## config.mk

```make
export PLATFORM = sky130hd
export DESIGN_NAME = fbp_queue
export DESIGN_NICKNAME = d
export VERILOG_FILES = /design/src/rtl/fbp_pkg.sv /design/src/rtl/fbp_queue.sv
export SDC_FILE = /design/constraint.sdc
export NUM_CORES = 1
export LEC_CHECK = 0
export BUFFER_PORTS_ARGS = -buffer_cell sky130_fd_sc_hd__buf_2
export CAP_MARGIN = 20
export CORE_MARGIN = 1.5
export CORE_UTILIZATION = 30
export DETAILED_ROUTE_END_ITERATION = 8
export HOLD_SLACK_MARGIN = 0.1
export PLACE_DENSITY = 0.55
export RECOVER_POWER = 25
export SYNTH_ARGS = -nofsm -noshare
export SYNTH_HDL_FRONTEND = slang
export SYNTH_SLANG_ARGS = --single-unit
```

## constraint.sdc

```tcl
create_clock -name clk -period 9 [get_ports clk]
set_input_delay 0.9 -clock clk [delete_from_list [all_inputs] [get_ports clk]]
set_output_delay 0.9 -clock clk [all_outputs]
set_load 0.1 [all_outputs]
```

## src/rtl/fbp_pkg.sv

```systemverilog
// Shared types and constants for the border-passthrough FIR filter.
`timescale 1ns / 1ps

package fbp_pkg;

    localparam int SAMPLE_WIDTH   = 16;
    localparam int COEF_WIDTH     = 16;
    localparam int COEF_FRAC_BITS = 12;
    localparam int MAX_TAPS       = 7;
    localparam int TAP_IDX_W      = $clog2(MAX_TAPS);
    localparam int HW_WIDTH       = 2;
    localparam int NUM_TAIL       = 3;
    localparam int TAIL_CNT_W     = 2;
    localparam int SEEN_W         = 3;
    localparam int CFG_IDX_W      = 3;
    localparam int CFG_DATA_W     = 16;
    localparam int PROD_WIDTH     = SAMPLE_WIDTH + COEF_WIDTH;
    localparam int PAIR_WIDTH     = PROD_WIDTH + 1;
    localparam int ACC_WIDTH      = PROD_WIDTH + 3;
    localparam int QUOT_WIDTH     = ACC_WIDTH - COEF_FRAC_BITS;

    localparam logic [SEEN_W-1:0]    SEEN_MAX       = 3'd7;
    localparam logic [CFG_IDX_W-1:0] REG_HALF_WIDTH = 3'd0;
    localparam logic [CFG_IDX_W-1:0] REG_COEF_BASE  = 3'd1;

    typedef logic signed [SAMPLE_WIDTH-1:0] sample_t;
    typedef logic signed [COEF_WIDTH-1:0]   coef_t;

    typedef enum logic [1:0] {
        MAIN_NONE,
        MAIN_RAW,
        MAIN_FILT
    } main_kind_t;

    // Classified item as it leaves the front end.
    typedef struct packed {
        main_kind_t                    kind;
        sample_t                       raw;
        logic [TAIL_CNT_W-1:0]         tail_cnt;
        sample_t [NUM_TAIL-1:0]        tail;
        logic                          last;
        sample_t [MAX_TAPS-1:0]        win;
    } qentry_t;

    // Finished item ready to be serialized into output words.
    typedef struct packed {
        logic                          main_valid;
        sample_t                       main_val;
        logic [TAIL_CNT_W-1:0]         tail_cnt;
        sample_t [NUM_TAIL-1:0]        tail;
        logic                          last;
    } emit_t;

endpackage

```

## src/rtl/fbp_queue.sv

```systemverilog
// Short register FIFO between the front end and the arithmetic back end.
`timescale 1ns / 1ps

module fbp_queue
#(
    parameter int DEPTH = 4
)
(
    input  logic             clk,
    input  logic             rst_n,
    input  logic             push,
    input  fbp_pkg::qentry_t push_data,
    input  logic             pop,
    output fbp_pkg::qentry_t head,
    output logic             not_empty,
    output logic             full
);
    import fbp_pkg::*;

    localparam int PTR_W = $clog2(DEPTH);
    localparam int CNT_W = $clog2(DEPTH + 1);

    qentry_t            mem [DEPTH];
    logic [PTR_W-1:0]   wr_ptr_reg;
    logic [PTR_W-1:0]   rd_ptr_reg;
    logic [CNT_W-1:0]   count_reg;
    logic [CNT_W-1:0]   count_next;
    logic               do_push;
    logic               do_pop;

    assign full      = count_reg == CNT_W'(DEPTH);
    assign not_empty = count_reg != '0;
    assign do_push   = push && !full;
    assign do_pop    = pop && not_empty;
    assign head      = mem[rd_ptr_reg];

    always_comb
    begin
        count_next = count_reg;
        if (do_push && !do_pop)
        begin
            count_next = count_reg + CNT_W'(1);
        end
        else if (do_pop && !do_push)
        begin
            count_next = count_reg - CNT_W'(1);
        end
    end

    always_ff @(posedge clk)
    begin
        if (do_push)
        begin
            mem[wr_ptr_reg] <= push_data;
        end
    end

    always_ff @(posedge clk or negedge rst_n)
    begin
        if (!rst_n)
        begin
            wr_ptr_reg <= '0;
            rd_ptr_reg <= '0;
            count_reg  <= '0;
        end
        else
        begin
            count_reg <= count_next;
            if (do_push)
            begin
                wr_ptr_reg <= (wr_ptr_reg == PTR_W'(DEPTH - 1)) ? '0 : wr_ptr_reg + PTR_W'(1);
            end
            if (do_pop)
            begin
                rd_ptr_reg <= (rd_ptr_reg == PTR_W'(DEPTH - 1)) ? '0 : rd_ptr_reg + PTR_W'(1);
            end
        end
    end

endmodule

```

### Word-level counts from Yosys, hierarchy flattened

Memories as Yosys holds them, arrays and structs flattened.
Cells that the tools add are included.

* reductions and logical operators: 9
* multiplexer cells: 6
* equality and inequality tests: 3
* add/subtract/negate cells: 4

Operators by type and width (number)
* 3-bit two-way mux: 2
* 2-bit by 1-bit adder with 2-bit output (second input constant): 2
* 2-bit equality test (second input constant): 2
* 1-bit logical AND: 4
* 2-bit two-way mux: 2
* 3-bit by 1-bit adder with 3-bit output (second input constant): 1
* 3-bit equality test (second input constant): 1
* 1-bit zero test: 3
* 3-bit nonzero test: 1
* 3-bit by 1-bit subtractor with 3-bit output (second input constant): 1
* 1-bit two-way mux: 2
* 2-bit nonzero test: 1

* word-level logic and storage cells: 26
* output and inout port bits: 183
* register bits: 7
* bits of input ports: 185
* memories: 1
* RAM bits: 724

Memory list
* mem: depth 4, bits a word 181, read ports 1, clocked after Yosys merged registers in 0, write ports 1, RTL line fbp_queue.sv:23 `qentry_t mem [DEPTH];`

### Logic depth before layout (Yosys ltp)

Gate-level depths: netlist (run 1).

* depth in word-level cells: 7
* depth in mapped cells: 8

### Worst setup path before layout (run 1)

Ideal clock, no wire load.

* path type: input port to flip-flop
* from: input push
* to: memory mem[3][0] in the netlist's numbering (enable)
* buffers on the path: 0
* setup time: 729 ps
* slack: -257 ps
* data arrival time: 8528 ps
* stages on the path: 2
* cells stage by stage: nand2_1 -> nor2_1

* longest elaborated chain between the ends: 3

RTL lines
* from (decl): RTL line fbp_queue.sv:11 `input logic push,`
* 1-bit logical AND: RTL line fbp_queue.sv:33 `assign do_push = push && !full;`
* 1-bit two-way mux: RTL line fbp_queue.sv:52 `if (do_push)`
* 1-bit two-way mux (not written as such): RTL line fbp_queue.sv:54 `mem[wr_ptr_reg] <= push_data;`
* to (decl): RTL line fbp_queue.sv:23

No other way between the ends.

==> key figures, run 1 <==
Timing
  – Crit share post-route: 0.4876
  – Max-slew headroom: 0.3464
  – Max-slew violations: 0
  – Final Hold Fails: 0
  – Minimum clock period: 4389 ps
  – Worst-Margin Slew: around 980 ps
  – Clk_skew: 29.73 ps
  – RSZ-0062 raised after global routing: false
  – Final Setup Violations: 0
  – Max Fclk: about 0.23 GHz

Placed design
  – Cells after DPL: between 2,000 and 2,500
  – Port buffer count: 367
  – Placer congestion estimate: roughly 0.69
  – Post-DP HPWL: approximately 33,000 um

Clock tree
  – TritonCTS buffer count: 79
  – Clock Root Buffer: clkbuf_16
  – CTS tree: built
  – Number of H-tree levels: 3
  – CTS max path bufs: 3
  – # Post-CTS Setup Buffers: 0
  – Worst-path clk slew: 60 ps
  – Clk sinks: about 730
  – Worst-Skew Late Latency: 620 ps

Final layout
  – P&R area growth vs syn: 20.23%
  – Max reg flops: 724
  – Final cell count without fillers: roughly 2,600
  – Nets@finish: between 1,500 and 2,000
  – Layout cells sized above 1: 0.3935
  – Ant diodes: 0

Logic synthesis
  – Post-Synth Simple-Gate Area: 0.002484
  – Synth Area in Adders: 0.003561
  – Synth Cell Area: 0.02670 mm2
  – XOR/XNOR share of the synthesized area: 0.0009841
  – Fraction of synthesized area in multiplexers: 0.1548
  – Cell variety after synth: 22
  – Mean Syn Cell Area: 27.16 um2
  – YS warnings: 0
  – Largest family of logic cells by synthesized area: multiplexers
  – Mapped Nets: about 1,200
  – Mapped Cells: 983
  – Synth Area in Compound Gates: 0
  – Synthesized flop and latch total: about 730
  – Post-synthesis sequential area ratio: 0.8208

Critical path
  – Slowest cell delay on critical path: 950 ps
  – CP endpoint kind: output port
  – Crit Path Category: register to output port
  – Crit path required time: 8100 ps
  – FF-to-FF path depth: 4
  – Worst Path Arrival: roughly 3500 ps
  – CP Max Fanout: between 40 and 50
  – CP max stage cell: dfrtp_4
  – Worst path cell trace: buf_4 > mux4_2 > buf_2
  – Critical path launch point type: register

Run status
  – Outcome: complete, no violations

Detailed routing
  – Vias/cell: ~4.5
  – Detailed Routing Iterations Pass 1: 4
  – DR DRC count: 0
  – Routed len/inst: 20.96 um
  – Detail Route Antenna Nets: 0
  – Total number of vias: 11,850
  – Drt first-iter violations: 674
  – Final wirelength: 55,320 um

Min path
  – Hold/Removal Path Class: register to register
  – Hold path depth: 1

Floorplan
  – Row count: 109
  – I/O Pins: 368
  – Die height: about 300 um
  – Starting Density: 0.3026
  – Core ar.: approximately 0.088 mm2
  – DIE AREA: 0.09080 mm2
  – Die width: 301.3 um

GRT
  – First-pass GRT wire length: 81,390 um
  – Pin count of the biggest net entering global routing: 100
  – Initial antenna violation count: 15
  – Number of global-route vias before repair: 12,900
  – Gr ovfl total: 0
  – Tot GR Track Use: 0.1210

Job
  – Max-cap violations: 0
cell type report:
class / instances / area [um2]
inverter: 3 / 11.26
multi-input combinational: 208 / 4338
sequential: 731 / 21920
clock buffer: 98 / 2091
tap: 1165 / 1458
fill: 8079 / 56140
timing repair buffer: 386 / 1852
clock inverter: 48 / 430.4
metal layers:
metal / share of wire / wire (um) / GRT usage / vias up
li1: - / - / - / 5142
met1: 0.40 / 21880 / 0.1449 / 6221
met2: 0.49 / 27030 / 0.1980 / 353
met3: 0.095 / 5240 / 0.05266 / 101
met4: 0.018 / 998 / 0.03338 / 28
met5: 0.0032 / 178 / 0 / -
synth_stat cells:
cell / count / area share
edfxtp_1: 724 / 0.81
buf_2: 18 / 0.0034
fa_1: 1 / 0.00075
nor2b_1: 1 / 0.00023
dfrtp_1: 7 / 0.0066
and2_1: 3 / 0.00070
clkbuf_1: 1 / 0.00014
xor2_1: 2 / 0.00066
buf_6: 2 / 0.00084
buf_4: 1 / 0.00028
xnor2_1: 1 / 0.00033
buf_12: 11 / 0.0082
mux4_2: 181 / 0.15
or3_1: 1 / 0.00023
nor2_1: 4 / 0.00056
nor3b_2: 1 / 0.00047
buf_1: 1 / 0.00014
buf_8: 7 / 0.0039
nand2_1: 2 / 0.00028
mux2_2: 5 / 0.0021
inv_1: 3 / 0.00042
ha_1: 6 / 0.0028
layout by cell type (no fill, tap or decap):
cell           Yosys  routed
fa_1               1       1
nor2_4             0       1
and2_4             0       3
ha_1               6       6
bufinv_16          0       6
dfrtp_4            0       2
clkinvlp_4         0       5
mux2_2             5       5
mux4_2           181     181
buf_2             18     253
edfxtp_1         724     724
clkinv_1           0      14
xnor2_1            1       1
nor2b_1            1       1
buf_12            11       1
inv_1              3       3
nor2_1             4       3
clkinv_4           0       2
xor2_1             2       2
nand2_2            0       1
dlygate4sd3_1      0       1
dfrtp_1            7       5
inv_6              0       4
clkbuf_1           1     131
nand2_1            2       1
or3_1              1       1
clkinv_2           0      15
nor3b_2            1       1
clkinv_8           0       2
buf_4              1      17
clkbuf_16          0      81
cells by family (layout without fill, tap and decap cells):
kind of cell,after synthesis,after routing
DFF,731,731
muxes,186,186
buffers and inverters,44,535
and+or+nand+nor,12,12
adders and majority gates,7,7
xor gates and xnor gates,3,3
critical path: cells and delay by family (launching register included):
family / cells / cell delay (ps)
muxes: 1 / 630
DFF: 1 / 950
buffers and inverters: 2 / 1180
metrics by stage:
stage / setup TNS (ps) / utilization / cell area (um2) / setup WS, ps / hold slack, ps
after global routing: 0 / 0.3638 / 32100 / 4282 / 478.4
after detailed placement: 0 / 0.3368 / 29710 / 5102 / 486.5
after CTS: 0 / 0.3654 / 32250 / 4427 / 425.2
after floorplan: -25050 / - / 26700 / -138.4 / 445.3
after global placement: 0 / 0.3368 / 29710 / 5081 / 464.9
final: 0 / 0.3638 / 32100 / 4611 / 492.2
what timing repair did:
item,in CTS,in global routing
gates resized for setup,0,0
hold endpoints to repair,7,0
hold buffers,1,0
final timing paths:
check / from / end / slack, ps
max: rd_ptr_reg[0] / head[16] / 4610
min: count_reg[2] / count_reg[2] / 490
max reg2reg: count_reg[2] / mem[0][10] / 6170
min reg2reg: count_reg[2] / count_reg[2] / 490
max in group asynchronous: rst_n / rd_ptr_reg[0] / 8100
min in group asynchronous: rst_n / wr_ptr_reg[1] / 710
Power of run 1 is not shown: default switching activity piles up to over one toggle a cycle in this logic, so the estimate is an artifact.
==> run 2, diff against run 1 <==
Settings changed: ABC_AREA from default to 1, PLACE_DENSITY 0.55 to 0.54.
Clock period 9 ns to 3.7 ns, I/O delays scaled along.
==> run 2 against run 1 <==
  * Routed wire length grew 24%
  * Highest routed layer unchanged
  * Clock-buffer cell count grew 6
  * Via count rose by 51%
  * Non-clock buffer count up 210
  * Synthesized cell count is 120% higher
  * Sequential share of layout area shrank 10 points
  * Design area is 17% higher
  * Worst hold slack got worse by 270 ps
  * Global-route usage grew 1.3 points
  * Cell count up 55%
==> key figures, run 2 <==
Run status
  – Outcome: complete, no violations

Logic synthesis
  – Yosys top cell area share: 0.7317
  – Synthesized flop and latch total: 731
  – YS warnings: 0
  – Cell taking the most area after synthesis: edfxtp_1
  – Main synth FF type: edfxtp_1
  – Top post-synthesis cells by count: edfxtp_1 (724), nand2_1 (558), inv_1 (376)
  – Most frequent cell after synthesis: edfxtp_1
  – Mapped Cells: 2,171
  – Post-synth EDFFs: approximately 720
  – Mean Syn Cell Area: 13.69 um2
  – Cell variety after synth: 19
  – Async SR Flop Fraction: 0.009576
  – Synth Cell Area: 0.02971 mm2
  – Ranking of synthesized cells by area: edfxtp_1 (73%), nand2_1 (7.0%), o211ai_2 (5.9%)
  – Mapped Nets: 2,363
  – Post-synthesis sequential area ratio: 0.7375

Clock tree
  – TritonCTS buffer count: 86
  – CTS tree: built
  – Worst-Skew Late Latency: between 600 and 700 ps
  – # resized after CTS: 0
  – CTS max path bufs: 3
  – Worst-path clk slew: roughly 60 ps
  – Clk sinks: 731
  – Number of H-tree levels: 3
  – Clock Root Buffer: clkbuf_16

Detailed routing
  – Routed len/inst: 16.73 um
  – Final wirelength: a little under 70,000 um
  – Detail Route Antenna Nets: 0
  – Drt first-iter violations: between 900 and 1,000
  – Detailed Routing Iterations Pass 1: 5
  – Vias/cell: 4.355
  – Total number of vias: 17,830
  – DR DRC count: 0

Timing
  – Crit share post-route: 0.9161
  – Final Setup Violations: 0
  – Minimum clock period: roughly 3400 ps
  – Clk_skew: 14.58 ps
  – Max Fclk: 0.2950 GHz
  – Max-slew headroom: 0.4699
  – Final Hold Fails: 0
  – Max-slew violations: 0
  – Worst-Margin Slew: 795.2 ps
  – RSZ-0062 raised after global routing: false

Job
  – Max-cap violations: 0

Critical path
  – Worst path cell trace: buf_4 > o211ai_1 > nand2_1 > buf_2
  – R2R Path Start: count_reg[0]
  – End of the worst register-to-register path: mem[3][70]
  – Crit Path Category: register to output port
  – Slowest cell delay on critical path: around 860 ps
  – Worst Path Arrival: between 3000 and 4000 ps
  – Critical path launch point type: register
  – Bufs and invs on worst path: 2
  – CP endpoint kind: output port
  – CP Max Fanout: 55
  – CP max stage cell: dfrtp_4
  – FF-to-FF path depth: 5
  – R2R Setup Slk: 1710 ps
  – Largest delay share family, worst path: buffers and inverters
  – Crit path required time: 3330 ps

Floorplan
  – Die height: between 300 and 400 um
  – Die width: 317.7 um
  – Core ar.: 0.09828 mm2
  – Starting Density: 0.3024
  – DIE AREA: between 0.1 and 0.15 mm2
  – Row count: 115
  – I/O Pins: 368

Final layout
  – Max reg flops: 724
  – Nets@finish: 2,927
  – Most common cell after layout, fill and taps aside: edfxtp_1
  – Fin util: 0.3827
  – P&R area growth vs syn: 26.56%
  – Final cell count without fillers: 4,094
  – Commonest cells after routing, fill and taps aside: edfxtp_1 (724), nand2_1 (557), inv_1 (376)
  – Layout cells sized above 1: 0.2042

Min path
  – Hold/Removal Path Class: input port to asynchronous set/reset pin

GRT
  – Number of global-route vias before repair: 17,820
  – Gr ovfl total: 0
  – Initial antenna violation count: 3
  – First-pass GRT wire length: 105,000 um
  – Pin count of the biggest net entering global routing: 114
  – Tot GR Track Use: 0.1342

Placed design
  – Placer congestion estimate: about 0.73
  – Port buffer count: 367
  – Cells after DPL: 3,750
  – Post-DP HPWL: 39,870 um
-- run 2: layout make-up --
cell class | instances | area, um2
Multi-Input combinational cell | 943 | 5728
Timing Repair Buffer | 596 | 4240
Sequential cell | 731 | 21920
Antenna cell | 1 | 2.502
Tap cell | 1287 | 1610
Clock buffer | 104 | 2241
Inverter | 377 | 1423
Fill cell | 9348 | 60670
Clock inverter | 55 | 439.2
-- run 2: worst max path at each step --
stage,start,endpoint,cells after the start
2_1_floorplan,count_reg[0],mem[0][0],4
3_3_place_gp,rd_ptr_reg[1],head[113],5
3_5_place_dp,rd_ptr_reg[1],head[30],4
4_1_cts,rd_ptr_reg[1],head[30],4
5_1_grt,rd_ptr_reg[1],head[67],4
6_report,rd_ptr_reg[1],head[67],4
-- run 2: kinds of logic (layout without fill, tap and decap cells) --
kind of cell | count (synthesis) | in the layout | synth area share
XOR/XNOR | 1 | 1 | 0.0002948
flip-flops | 731 | 731 | 0.7375
adder cells (fa/ha/maj) | 7 | 7 | 0.003200
buffers and inverters | 497 | 1132 | 0.07112
AND/OR/NAND/NOR | 572 | 572 | 0.07263
AO/OA/AOI/OAI | 363 | 363 | 0.1152
other | 0 | 1 | 0
-- run 2: metrics by stage --
stage | hold WS [ps] | TNS, ps | setup WS, ps | instance area [um2]
finish | 226.4 | 0 | 310.3 | 37610
CTS | 103.6 | 0 | 181.6 | 37740
global placement | 223.4 | 0 | 920.7 | 33220
floorplan | 74.41 | -62240 | -99.78 | 29760
global route | 215.6 | 0 | 115.8 | 37600
detailed placement | 223.0 | 0 | 909.2 | 33220
-- run 2: metal layers --
metal,routed length (um),vias to the layer above,global-route usage
met2,35360,310,0.2378
met5,45,-,0
met3,2757,114,0.02713
met4,1911,6,0.05214
met1,28410,8669,0.1593
li1,-,8732,-
-- run 2: worst register-to-register path: stages (launching register included) --
cell and delay, ps:
dfrtp_1 420, inv_1 90, nand3_2 120, nand2_4 130, nor2_4 160, buf_12 580
-- run 2: timing repair --
item / 4_1_cts / 5_1_grt
setup buffers: 0 / 0
hold endpoints to repair: 735 / 0
hold buffers: 184 / 0
Power of run 2 is left out for the same reason.
