### src/rtl/fbp_pkg.sv
// Shared types and constants for the border-passthrough FIR filter.
`timescale 1ns / 1ps

package fbp_pkg;

    localparam int SAMPLE_WIDTH   = 16;
    localparam int COEF_WIDTH     = 16;
    localparam int COEF_FRAC_BITS = 12;
    localparam int MAX_TAPS       = 7;
    localparam int TAP_IDX_W      = $clog2(MAX_TAPS);
    localparam int HW_WIDTH       = 2;
    localparam int NUM_TAIL       = 3;
    localparam int TAIL_CNT_W     = 2;
    localparam int SEEN_W         = 3;
    localparam int CFG_IDX_W      = 3;
    localparam int CFG_DATA_W     = 16;
    localparam int PROD_WIDTH     = SAMPLE_WIDTH + COEF_WIDTH;
    localparam int PAIR_WIDTH     = PROD_WIDTH + 1;
    localparam int ACC_WIDTH      = PROD_WIDTH + 3;
    localparam int QUOT_WIDTH     = ACC_WIDTH - COEF_FRAC_BITS;

    localparam logic [SEEN_W-1:0]    SEEN_MAX       = 3'd7;
    localparam logic [CFG_IDX_W-1:0] REG_HALF_WIDTH = 3'd0;
    localparam logic [CFG_IDX_W-1:0] REG_COEF_BASE  = 3'd1;

    typedef logic signed [SAMPLE_WIDTH-1:0] sample_t;
    typedef logic signed [COEF_WIDTH-1:0]   coef_t;

    typedef enum logic [1:0] {
        MAIN_NONE,
        MAIN_RAW,
        MAIN_FILT
    } main_kind_t;

    // Classified item as it leaves the front end.
    typedef struct packed {
        main_kind_t                    kind;
        sample_t                       raw;
        logic [TAIL_CNT_W-1:0]         tail_cnt;
        sample_t [NUM_TAIL-1:0]        tail;
        logic                          last;
        sample_t [MAX_TAPS-1:0]        win;
    } qentry_t;

    // Finished item ready to be serialized into output words.
    typedef struct packed {
        logic                          main_valid;
        sample_t                       main_val;
        logic [TAIL_CNT_W-1:0]         tail_cnt;
        sample_t [NUM_TAIL-1:0]        tail;
        logic                          last;
    } emit_t;

endpackage

### src/rtl/fbp_emit.sv
// Back-end sequencer: turns each finished item into one to four output words.
`timescale 1ns / 1ps

module fbp_emit
(
    input  logic                             clk,
    input  logic                             rst_n,
    input  logic                             in_valid,
    output logic                             in_ready,
    input  fbp_pkg::emit_t                   in_data,
    output logic                             m_tvalid,
    input  logic                             m_tready,
    output logic [fbp_pkg::SAMPLE_WIDTH-1:0] m_tdata,
    output logic                             m_tlast
);
    import fbp_pkg::*;

    logic [TAIL_CNT_W-1:0]   pos_reg;
    logic [TAIL_CNT_W-1:0]   pos_next;
    logic                    m_valid_reg;
    logic                    m_valid_next;
    sample_t                 m_data_reg;
    logic                    m_last_reg;
    logic                    load;
    logic [TAIL_CNT_W:0]     word_cnt;
    logic                    is_final;
    logic [TAIL_CNT_W-1:0]   tidx;
    sample_t                 word;

    assign load     = !m_valid_reg || m_tready;
    assign word_cnt = {{TAIL_CNT_W{1'b0}}, in_data.main_valid} + {1'b0, in_data.tail_cnt};
    assign is_final = ({1'b0, pos_reg} + (TAIL_CNT_W+1)'(1)) == word_cnt;
    assign tidx     = pos_reg - {{(TAIL_CNT_W-1){1'b0}}, in_data.main_valid};
    assign in_ready = load && in_valid && is_final;

    always_comb
    begin
        if (in_data.main_valid && (pos_reg == '0))
        begin
            word = in_data.main_val;
        end
        else
        begin
            case (tidx)
                2'd0:    word = in_data.tail[0];
                2'd1:    word = in_data.tail[1];
                2'd2:    word = in_data.tail[2];
                default: word = '0;
            endcase
        end
    end

    always_comb
    begin
        pos_next     = pos_reg;
        m_valid_next = m_valid_reg;
        if (load)
        begin
            m_valid_next = in_valid;
            if (in_valid)
            begin
                pos_next = is_final ? '0 : pos_reg + TAIL_CNT_W'(1);
            end
        end
    end

    always_ff @(posedge clk)
    begin
        if (load && in_valid)
        begin
            m_data_reg <= word;
            m_last_reg <= in_data.last && is_final;
        end
    end

    always_ff @(posedge clk or negedge rst_n)
    begin
        if (!rst_n)
        begin
            pos_reg     <= '0;
            m_valid_reg <= 1'b0;
        end
        else
        begin
            pos_reg     <= pos_next;
            m_valid_reg <= m_valid_next;
        end
    end

    assign m_tvalid = m_valid_reg;
    assign m_tdata  = m_data_reg;
    assign m_tlast  = m_last_reg;

endmodule

### config.mk
export PLATFORM = sky130hd
export DESIGN_NAME = fbp_emit
export DESIGN_NICKNAME = d
export VERILOG_FILES = /design/src/rtl/fbp_pkg.sv /design/src/rtl/fbp_emit.sv
export SDC_FILE = /design/constraint.sdc
export NUM_CORES = 1
export LEC_CHECK = 0
export BUFFER_PORTS_ARGS = -buffer_cell sky130_fd_sc_hd__buf_2
export CAP_MARGIN = 10
export CORE_MARGIN = 4
export CORE_UTILIZATION = 43
export CTS_CLUSTER_SIZE = 10
export DETAILED_ROUTE_END_ITERATION = 10
export PLACE_DENSITY = 0.85
export SETUP_SLACK_MARGIN = 0.02
export SYNTH_ARGS = -nofsm -noshare
export SYNTH_HDL_FRONTEND = slang
export SYNTH_SLANG_ARGS = --single-unit
### constraint.sdc
create_clock -name clk -period 3.4 [get_ports clk]
set_input_delay 0.17 -clock clk [delete_from_list [all_inputs] [get_ports clk]]
set_output_delay 0.17 -clock clk [all_outputs]
set_load 0.01 [all_outputs]
# ---- After elaboration in Yosys (flattened, before gate mapping)
# Index checks and enable logic that the tools add are counted.
dict set report op_classes {
  shift 0
  n_reduce_logical 9
  div_mod_pow 0
  n_eq_ne 3
  bitwise 0
  add_sub_neg 4
  order_cmp 0
  multipliers 0
  mux 3
}
# op n
set op_table {}
lappend op_table {{16-bit case mux with 3 select lines} 1}
lappend op_table {{16-bit 2-to-1 mux} 1}
lappend op_table {{1-bit logical AND} 4}
lappend op_table {{2-bit zero test} 2}
lappend op_table {{1-bit by 2-bit adder with 3-bit output} 1}
lappend op_table {{2-bit by 1-bit adder with 3-bit output, second input constant} 1}
lappend op_table {{3-bit == test} 1}
lappend op_table {{2-bit by 1-bit adder with 2-bit output, second input constant} 1}
lappend op_table {{2-bit by 1-bit == test with 1-bit output, second input constant} 1}
lappend op_table {{2-bit == test, second input constant} 1}
lappend op_table {{2-bit 2-to-1 mux} 1}
lappend op_table {{2-bit AND reduction} 1}
lappend op_table {{2-bit by 1-bit subtractor with 2-bit output} 1}
lappend op_table {{1-bit zero test} 1}
lappend op_table {{1-bit logical OR} 1}
dict set report word_totals {
  register_bits 20
  rom_bits 0
  latchBits 0
  n_memories 0
  input_bits 72
  ramBits 0
}

# ---- Longest topological paths before layout
dict set report logic_depth {
  word_depth 4
  mapped_depth 8
}

# ---- Worst setup path after synthesis
# OpenSTA, ideal clock, no wires.
dict set report synth_path {
  path_kind {register -> register}
  startpoint {register pos_reg[0]}
  endpoint {register m_data_reg[10], in the netlist m_tdata[10] (data pin)}
  stages_incl_launch_ff 8
  setup_slack_ps 1535
  setup_ps 261
  arrival_ps 1604
  period_less_slack_ps 1865
  path_cell_list {dfrtp_1 > inv_1 > ha_1 > buf_2 > buf_4 > mux2i_1 > nor3_1 > a221o_1}
}
dict set report synth_via {
  elab_chain_len 4
}
# item line_no
set synth_lines {}
lappend synth_lines {{from (decl)} fbp_emit.sv:18} ;# logic [TAIL_CNT_W-1:0] pos_reg;
lappend synth_lines {{from (signal assigned)} fbp_emit.sv:85} ;# pos_reg <= pos_next;
lappend synth_lines {{2-bit by 1-bit subtractor with 2-bit output} fbp_emit.sv:33} ;# assign tidx = pos_reg - {{(TAIL_CNT_W-1){1'b0}}, in_data.main_valid};
lappend synth_lines {{2-bit == test (tied with other cells)} fbp_emit.sv:44} ;# case (tidx)
lappend synth_lines {{16-bit case mux with 3 select lines} fbp_emit.sv:44}
lappend synth_lines {{16-bit 2-to-1 mux (*)} fbp_emit.sv:38} ;# if (in_data.main_valid && (pos_reg == '0))
lappend synth_lines {{net word[10]} fbp_emit.sv:28} ;# sample_t word;
lappend synth_lines {{to (signal assigned)} fbp_emit.sv:71} ;# m_data_reg <= word;
lappend synth_lines {{to (decl)} fbp_emit.sv:22} ;# sample_t m_data_reg;
# Mark *: on every way through the listed nets, which the timed path passes. The rest lies on a longest branch.
# A chain may end at the register's enable or synchronous reset.

# ---- Worst setup path after layout
dict set report layout_path {
  startpoint {register pos_reg[0]}
  endpoint {register m_data_reg[8], in the netlist m_tdata[8] (data pin)}
}
# The elaborated chain is that of the path after synthesis.

==> flow_summary.html <==
<table>
<tr><th>Metric</th><th>Value</th></tr>
<tr><th colspan="2">Logic synthesis</th></tr>
<tr><td>Synthesized cell area</td><td>about 0.0012 mm2</td></tr>
<tr><td>Share of synthesized area spent on multiplexers</td><td>between 10% and 20%</td></tr>
<tr><td>Arithmetic-cell share of the synthesized area counting full adders, half adders and majority gates</td><td>between 5 and 6%</td></tr>
<tr><td>Net count after synthesis</td><td>about 180</td></tr>
<tr><td>Synthesis warning total</td><td>0</td></tr>
<tr><td>Share of the synthesized area in the top cell type</td><td>slightly above 40%</td></tr>
<tr><td>Number of different library cells in the post-synthesis netlist</td><td>21</td></tr>
<tr><td>Compound-gate portion of the synthesized area</td><td>between 10 and 15%</td></tr>
<tr><td>Most used standard cells in the synthesized netlist</td><td>17 x sky130_fd_sc_hd__edfxtp_1, 17 x sky130_fd_sc_hd__nor3_1, 16 x sky130_fd_sc_hd__a221o_1, 16 x sky130_fd_sc_hd__mux2i_1, 5 x sky130_fd_sc_hd__ha_1</td></tr>
<tr><td>Simple-gate share of the synthesized area</td><td>11.4%</td></tr>
<tr><td>Number of instances in the synthesized netlist</td><td>between 100 and 150</td></tr>
<tr><td>Synth Area per Inst</td><td>around 12 um2</td></tr>
<tr><td>Proportion of register bits with asynchronous set or reset after synthesis</td><td>15.0%</td></tr>
<tr><td>Leading area contributor after synthesis</td><td>sky130_fd_sc_hd__edfxtp_1</td></tr>
<tr><td>Register bit count reported by yosys</td><td>20</td></tr>
<tr><td>Most common flop cell mapped by yosys</td><td>sky130_fd_sc_hd__edfxtp_1</td></tr>
<tr><td>Number of enable flip-flop cells after synthesis</td><td>17</td></tr>
<tr><td>Cells taking the most area after synthesis</td><td>sky130_fd_sc_hd__edfxtp_1 41%, sky130_fd_sc_hd__a221o_1 13%, sky130_fd_sc_hd__mux2i_1 13%</td></tr>
<tr><td>Proportion of synthesized chip area in sequential cells</td><td>a little under half</td></tr>
<tr><td>Area share of xor/xnor cells in the synthesized design</td><td>about 3.4%</td></tr>
<tr><td>Largest family of logic cells by synthesized area</td><td>compound AO/OA/AOI/OAI gates</td></tr>
<tr><th colspan="2">Timing</th></tr>
<tr><td>Sum of negative setup slack</td><td>0 ps</td></tr>
<tr><td>Unrepaired setup endpoints after global routing</td><td>no</td></tr>
<tr><td>Final hold violation count</td><td>0</td></tr>
<tr><td>Highest clock rate</td><td>approximately 420 MHz</td></tr>
<tr><td>Setup Skew</td><td>between 4 and 5 ps</td></tr>
<tr><td>Fraction of the cycle the final worst path needs</td><td>69.5%</td></tr>
<tr><td>Worst slew margin</td><td>a little under half</td></tr>
<tr><td>Slew Limit Fails</td><td>0</td></tr>
<tr><td>Clock period minus final worst setup slack</td><td>about 2400 ps</td></tr>
<tr><td>Final setup violation count</td><td>0</td></tr>
<tr><td>Worst slew pin tran</td><td>809 ps</td></tr>
<tr><th colspan="2">Die</th></tr>
<tr><td>Total die area</td><td>0.00379 mm2</td></tr>
<tr><td>Die X</td><td>around 60 um</td></tr>
<tr><td>Starting density of the core</td><td>44.8%</td></tr>
<tr><td>Area of the core</td><td>0.00276 mm2</td></tr>
<tr><td>Cell Rows</td><td>19</td></tr>
<tr><td>Chip Height</td><td>61.6 um</td></tr>
<tr><td>Boundary pin count</td><td>a little over 90</td></tr>
<tr><th colspan="2">Worst hold path</th></tr>
<tr><td>Start point of the worst hold path</td><td>in_valid</td></tr>
<tr><td>Cell count of the worst hold path</td><td>2</td></tr>
<tr><td>Worst min-delay path class</td><td>primary input to flop</td></tr>
<tr><td>Worst Hold Path EP</td><td>m_tvalid$_DFFE_PN0N_</td></tr>
<tr><th colspan="2">Final layout</th></tr>
<tr><td>Fraction of final layout cells with drive strength greater than 1</td><td>51.1%</td></tr>
<tr><td>Synthesis-to-finish area growth</td><td>39.4%</td></tr>
<tr><td>Number of fill cells</td><td>approximately 220</td></tr>
<tr><td>Final nets</td><td>around 270</td></tr>
<tr><td>Non-filler cells in the finished layout</td><td>roughly 220</td></tr>
<tr><td>Ant. Diodes</td><td>0</td></tr>
<tr><td>Flip-flop count of the largest register, all copies and words added</td><td>16</td></tr>
<tr><td>Fin util</td><td>about 62%</td></tr>
<tr><th colspan="2">Worst setup path</th></tr>
<tr><td>Slowest-stage cell, CP</td><td>sky130_fd_sc_hd__ha_1</td></tr>
<tr><td>Setup slack of the worst register-to-register path</td><td>between 1000 and 1500 ps</td></tr>
<tr><td>CP max stage delay</td><td>approximately 820 ps</td></tr>
<tr><td>Worst-path fanout max</td><td>17</td></tr>
<tr><td>Critical path cell sequence</td><td>inv_1 -&gt; ha_1 -&gt; and3b_1 -&gt; a221o_1</td></tr>
<tr><td>Source of the worst register-to-register timing path</td><td>pos_reg[0]$_DFFE_PN0P_</td></tr>
<tr><td>Setup CP Type</td><td>flop to flop</td></tr>
<tr><td>R2R cell count</td><td>4</td></tr>
<tr><td>Worst endpoint required time</td><td>roughly 3600 ps</td></tr>
<tr><td>Worst path buffer plus inverter count</td><td>1</td></tr>
<tr><td>R2r endpoint</td><td>m_tdata[8]$_DFFE_PP_</td></tr>
<tr><td>Crit path max-delay family</td><td>adder cells</td></tr>
<tr><td>Arrival time reported for the critical path endpoint</td><td>2520 ps</td></tr>
<tr><td>Kind of start point of the critical path</td><td>flop</td></tr>
<tr><td>CP Capture Type</td><td>flop</td></tr>
<tr><th colspan="2">Clock tree</th></tr>
<tr><td>Clock root buffer</td><td>sky130_fd_sc_hd__clkbuf_4</td></tr>
<tr><td>Total number of H-tree levels</td><td>1</td></tr>
<tr><td>Bufs on Longest Clock Path</td><td>2</td></tr>
<tr><td>Clk_lat worst skew</td><td>roughly 290 ps</td></tr>
<tr><td>Buffer count from post-CTS setup fixing</td><td>0</td></tr>
<tr><td>Total number of clock tree sinks</td><td>20</td></tr>
<tr><td>Number of buffers added by the clock tree synthesis step</td><td>3</td></tr>
<tr><td>CTS tree</td><td>yes</td></tr>
<tr><td>Clock transition at the register clock pins on the worst setup and hold paths after CTS</td><td>~120 ps</td></tr>
<tr><td>PostCTS Resize Cnt</td><td>0</td></tr>
<tr><th colspan="2">Placed design</th></tr>
<tr><td>RD Place Congestion</td><td>a little over 0.8</td></tr>
<tr><td>Port Buf Inserts</td><td>90</td></tr>
<tr><td>Placed Cells incl. Taps</td><td>214</td></tr>
<tr><td>Post-detail-place hpwl</td><td>between 2000 and 3000 um</td></tr>
<tr><th colspan="2">Power and ir drop</th></tr>
<tr><td>Maximum resistive drop on vdd</td><td>0.560 mV</td></tr>
<tr><td>Cell leakage power</td><td>between 0.0008 and 0.0009 uW</td></tr>
<tr><td>Pwr/cell area</td><td>about 720 mW/mm2</td></tr>
<tr><th colspan="2">Detailed routing</th></tr>
<tr><td>Routed via count</td><td>approximately 1,200</td></tr>
<tr><td>Detailed Routing Iterations Pass 1</td><td>4</td></tr>
<tr><td>Routed wire per std cell</td><td>16.2 um</td></tr>
<tr><td>Remaining design rule violation count</td><td>0</td></tr>
<tr><td>Detailed Route Iter0 Violations</td><td>41</td></tr>
<tr><td>Detail-routed via count per cell</td><td>5.36</td></tr>
<tr><td>Post-route antenna net violation count</td><td>0</td></tr>
<tr><td>Wirelength, routed</td><td>around 3600 um</td></tr>
<tr><th colspan="2">Global route</th></tr>
<tr><td>Global-route wire length before repair</td><td>between 5000 and 6000 um</td></tr>
<tr><td>GRT Residual Overflow</td><td>0</td></tr>
<tr><td>Largest net degree at the start of global routing</td><td>34</td></tr>
<tr><td>Vias in the first global route</td><td>around 1,100</td></tr>
<tr><td>Antenna violations before repair</td><td>0</td></tr>
<tr><td>Global-route total usage across every layer</td><td>a little under a fifth</td></tr>
<tr><th colspan="2">Outcome</th></tr>
<tr><td>Result of the run</td><td>complete, no violations</td></tr>
<tr><th colspan="2">Flow run</th></tr>
<tr><td>Number of maximum-capacitance constraint violations</td><td>0</td></tr>
</table>
-- how the worst max path moves through the flow --
stage | from | endpoint | cells past startpoint
floorplan | pos_reg[0]$_DFFE_PN0P_ | m_tdata[10]$_DFFE_PP_ | 7
global placement | pos_reg[0]$_DFFE_PN0P_ | m_tdata[7]$_DFFE_PP_ | 4
detailed placement | pos_reg[0]$_DFFE_PN0P_ | m_tdata[5]$_DFFE_PP_ | 4
CTS | pos_reg[0]$_DFFE_PN0P_ | m_tdata[9]$_DFFE_PP_ | 4
global route | pos_reg[0]$_DFFE_PN0P_ | m_tdata[5]$_DFFE_PP_ | 4
finish | pos_reg[0]$_DFFE_PN0P_ | m_tdata[8]$_DFFE_PP_ | 4
-- cell usage in the layout (no fill, tap or decap), types with 2 or more instances in the layout --
cell type,netlist,layout
sky130_fd_sc_hd__buf_2,3,90
sky130_fd_sc_hd__nor3_1,17,17
sky130_fd_sc_hd__edfxtp_1,17,17
sky130_fd_sc_hd__mux2i_1,16,16
sky130_fd_sc_hd__a221o_1,16,16
sky130_fd_sc_hd__ha_1,5,5
sky130_fd_sc_hd__and2_1,4,4
sky130_fd_sc_hd__clkbuf_4,0,3
sky130_fd_sc_hd__dfrtp_1,3,3
sky130_fd_sc_hd__inv_1,2,2
sky130_fd_sc_hd__nand2b_1,2,2
sky130_fd_sc_hd__xor2_1,2,2
sky130_fd_sc_hd__nand3_1,2,2
-- per-layer routing --
metal / global-route usage (%) / vias to the layer above / wire length [um]
met5: 0 / - / 0
met4: 6.06 / 0 / 36
met3: 1.47 / 4 / 249
met2: 31.2 / 47 / 1910
met1: 24.9 / 546 / 1360
li1: - / 576 / -
-- worst reg2reg max path, delay by kind of cell, from the launching register on --
family,cells,cell delay [ps]
AO/OA/AOI/OAI,1,260
flip-flops,1,420
adder cells (fa/ha/maj),1,820
buffers and inverters,1,110
AND/OR/NAND/NOR,1,620
-- area by class of cell --
cell class / count / area, um2 / share of cell area, %
inverters: 2 / 7.51 / 0.436
well taps: 31 / 38.8 / 2.25
repair buffers: 92 / 468 / 27.2
flip-flops and latches: 20 / 586 / 34.0
clock buffers: 4 / 36.3 / 2.11
multi-input cells: 70 / 586 / 34.0
-- per-stage QoR --
stage	setup slack (ps)	total power, uW	cell area (um2)	hold slack [ps]
global placement	1240	1050	1680	-26.1
detailed placement	1110	1100	1680	-23.7
finish	1040	1240	1720	123
CTS	1080	1240	1720	112
global route	884	1320	1720	121
floorplan	1540	940	1230	-126
-- power breakdown --
group	switching (uW)	total, uW	leakage [uW]	internal, uW
clock	72.7	138	0.0000210	65.2
sequential	29.0	411	0.000201	382
combinational	371	691	0.000634	320
-- cell families (layout without fill, tap and decap cells) --
| family | Yosys count | after routing |
|---|---|---|
| AO/OA/AOI/OAI | 19 | 19 |
| XOR/XNOR | 4 | 4 |
| adder cells (fa/ha/maj) | 5 | 5 |
| buffers and inverters | 11 | 98 |
| flip-flops | 20 | 20 |
| multiplexers | 16 | 16 |
| AND/OR/NAND/NOR | 26 | 26 |
-- repair_timing --
item	CTS	global route
hold buffers	1	0
hold endpoints to repair	3	0
endpoints found under the setup margin	0	0
Note: power is estimated with default switching activity, not from simulation.
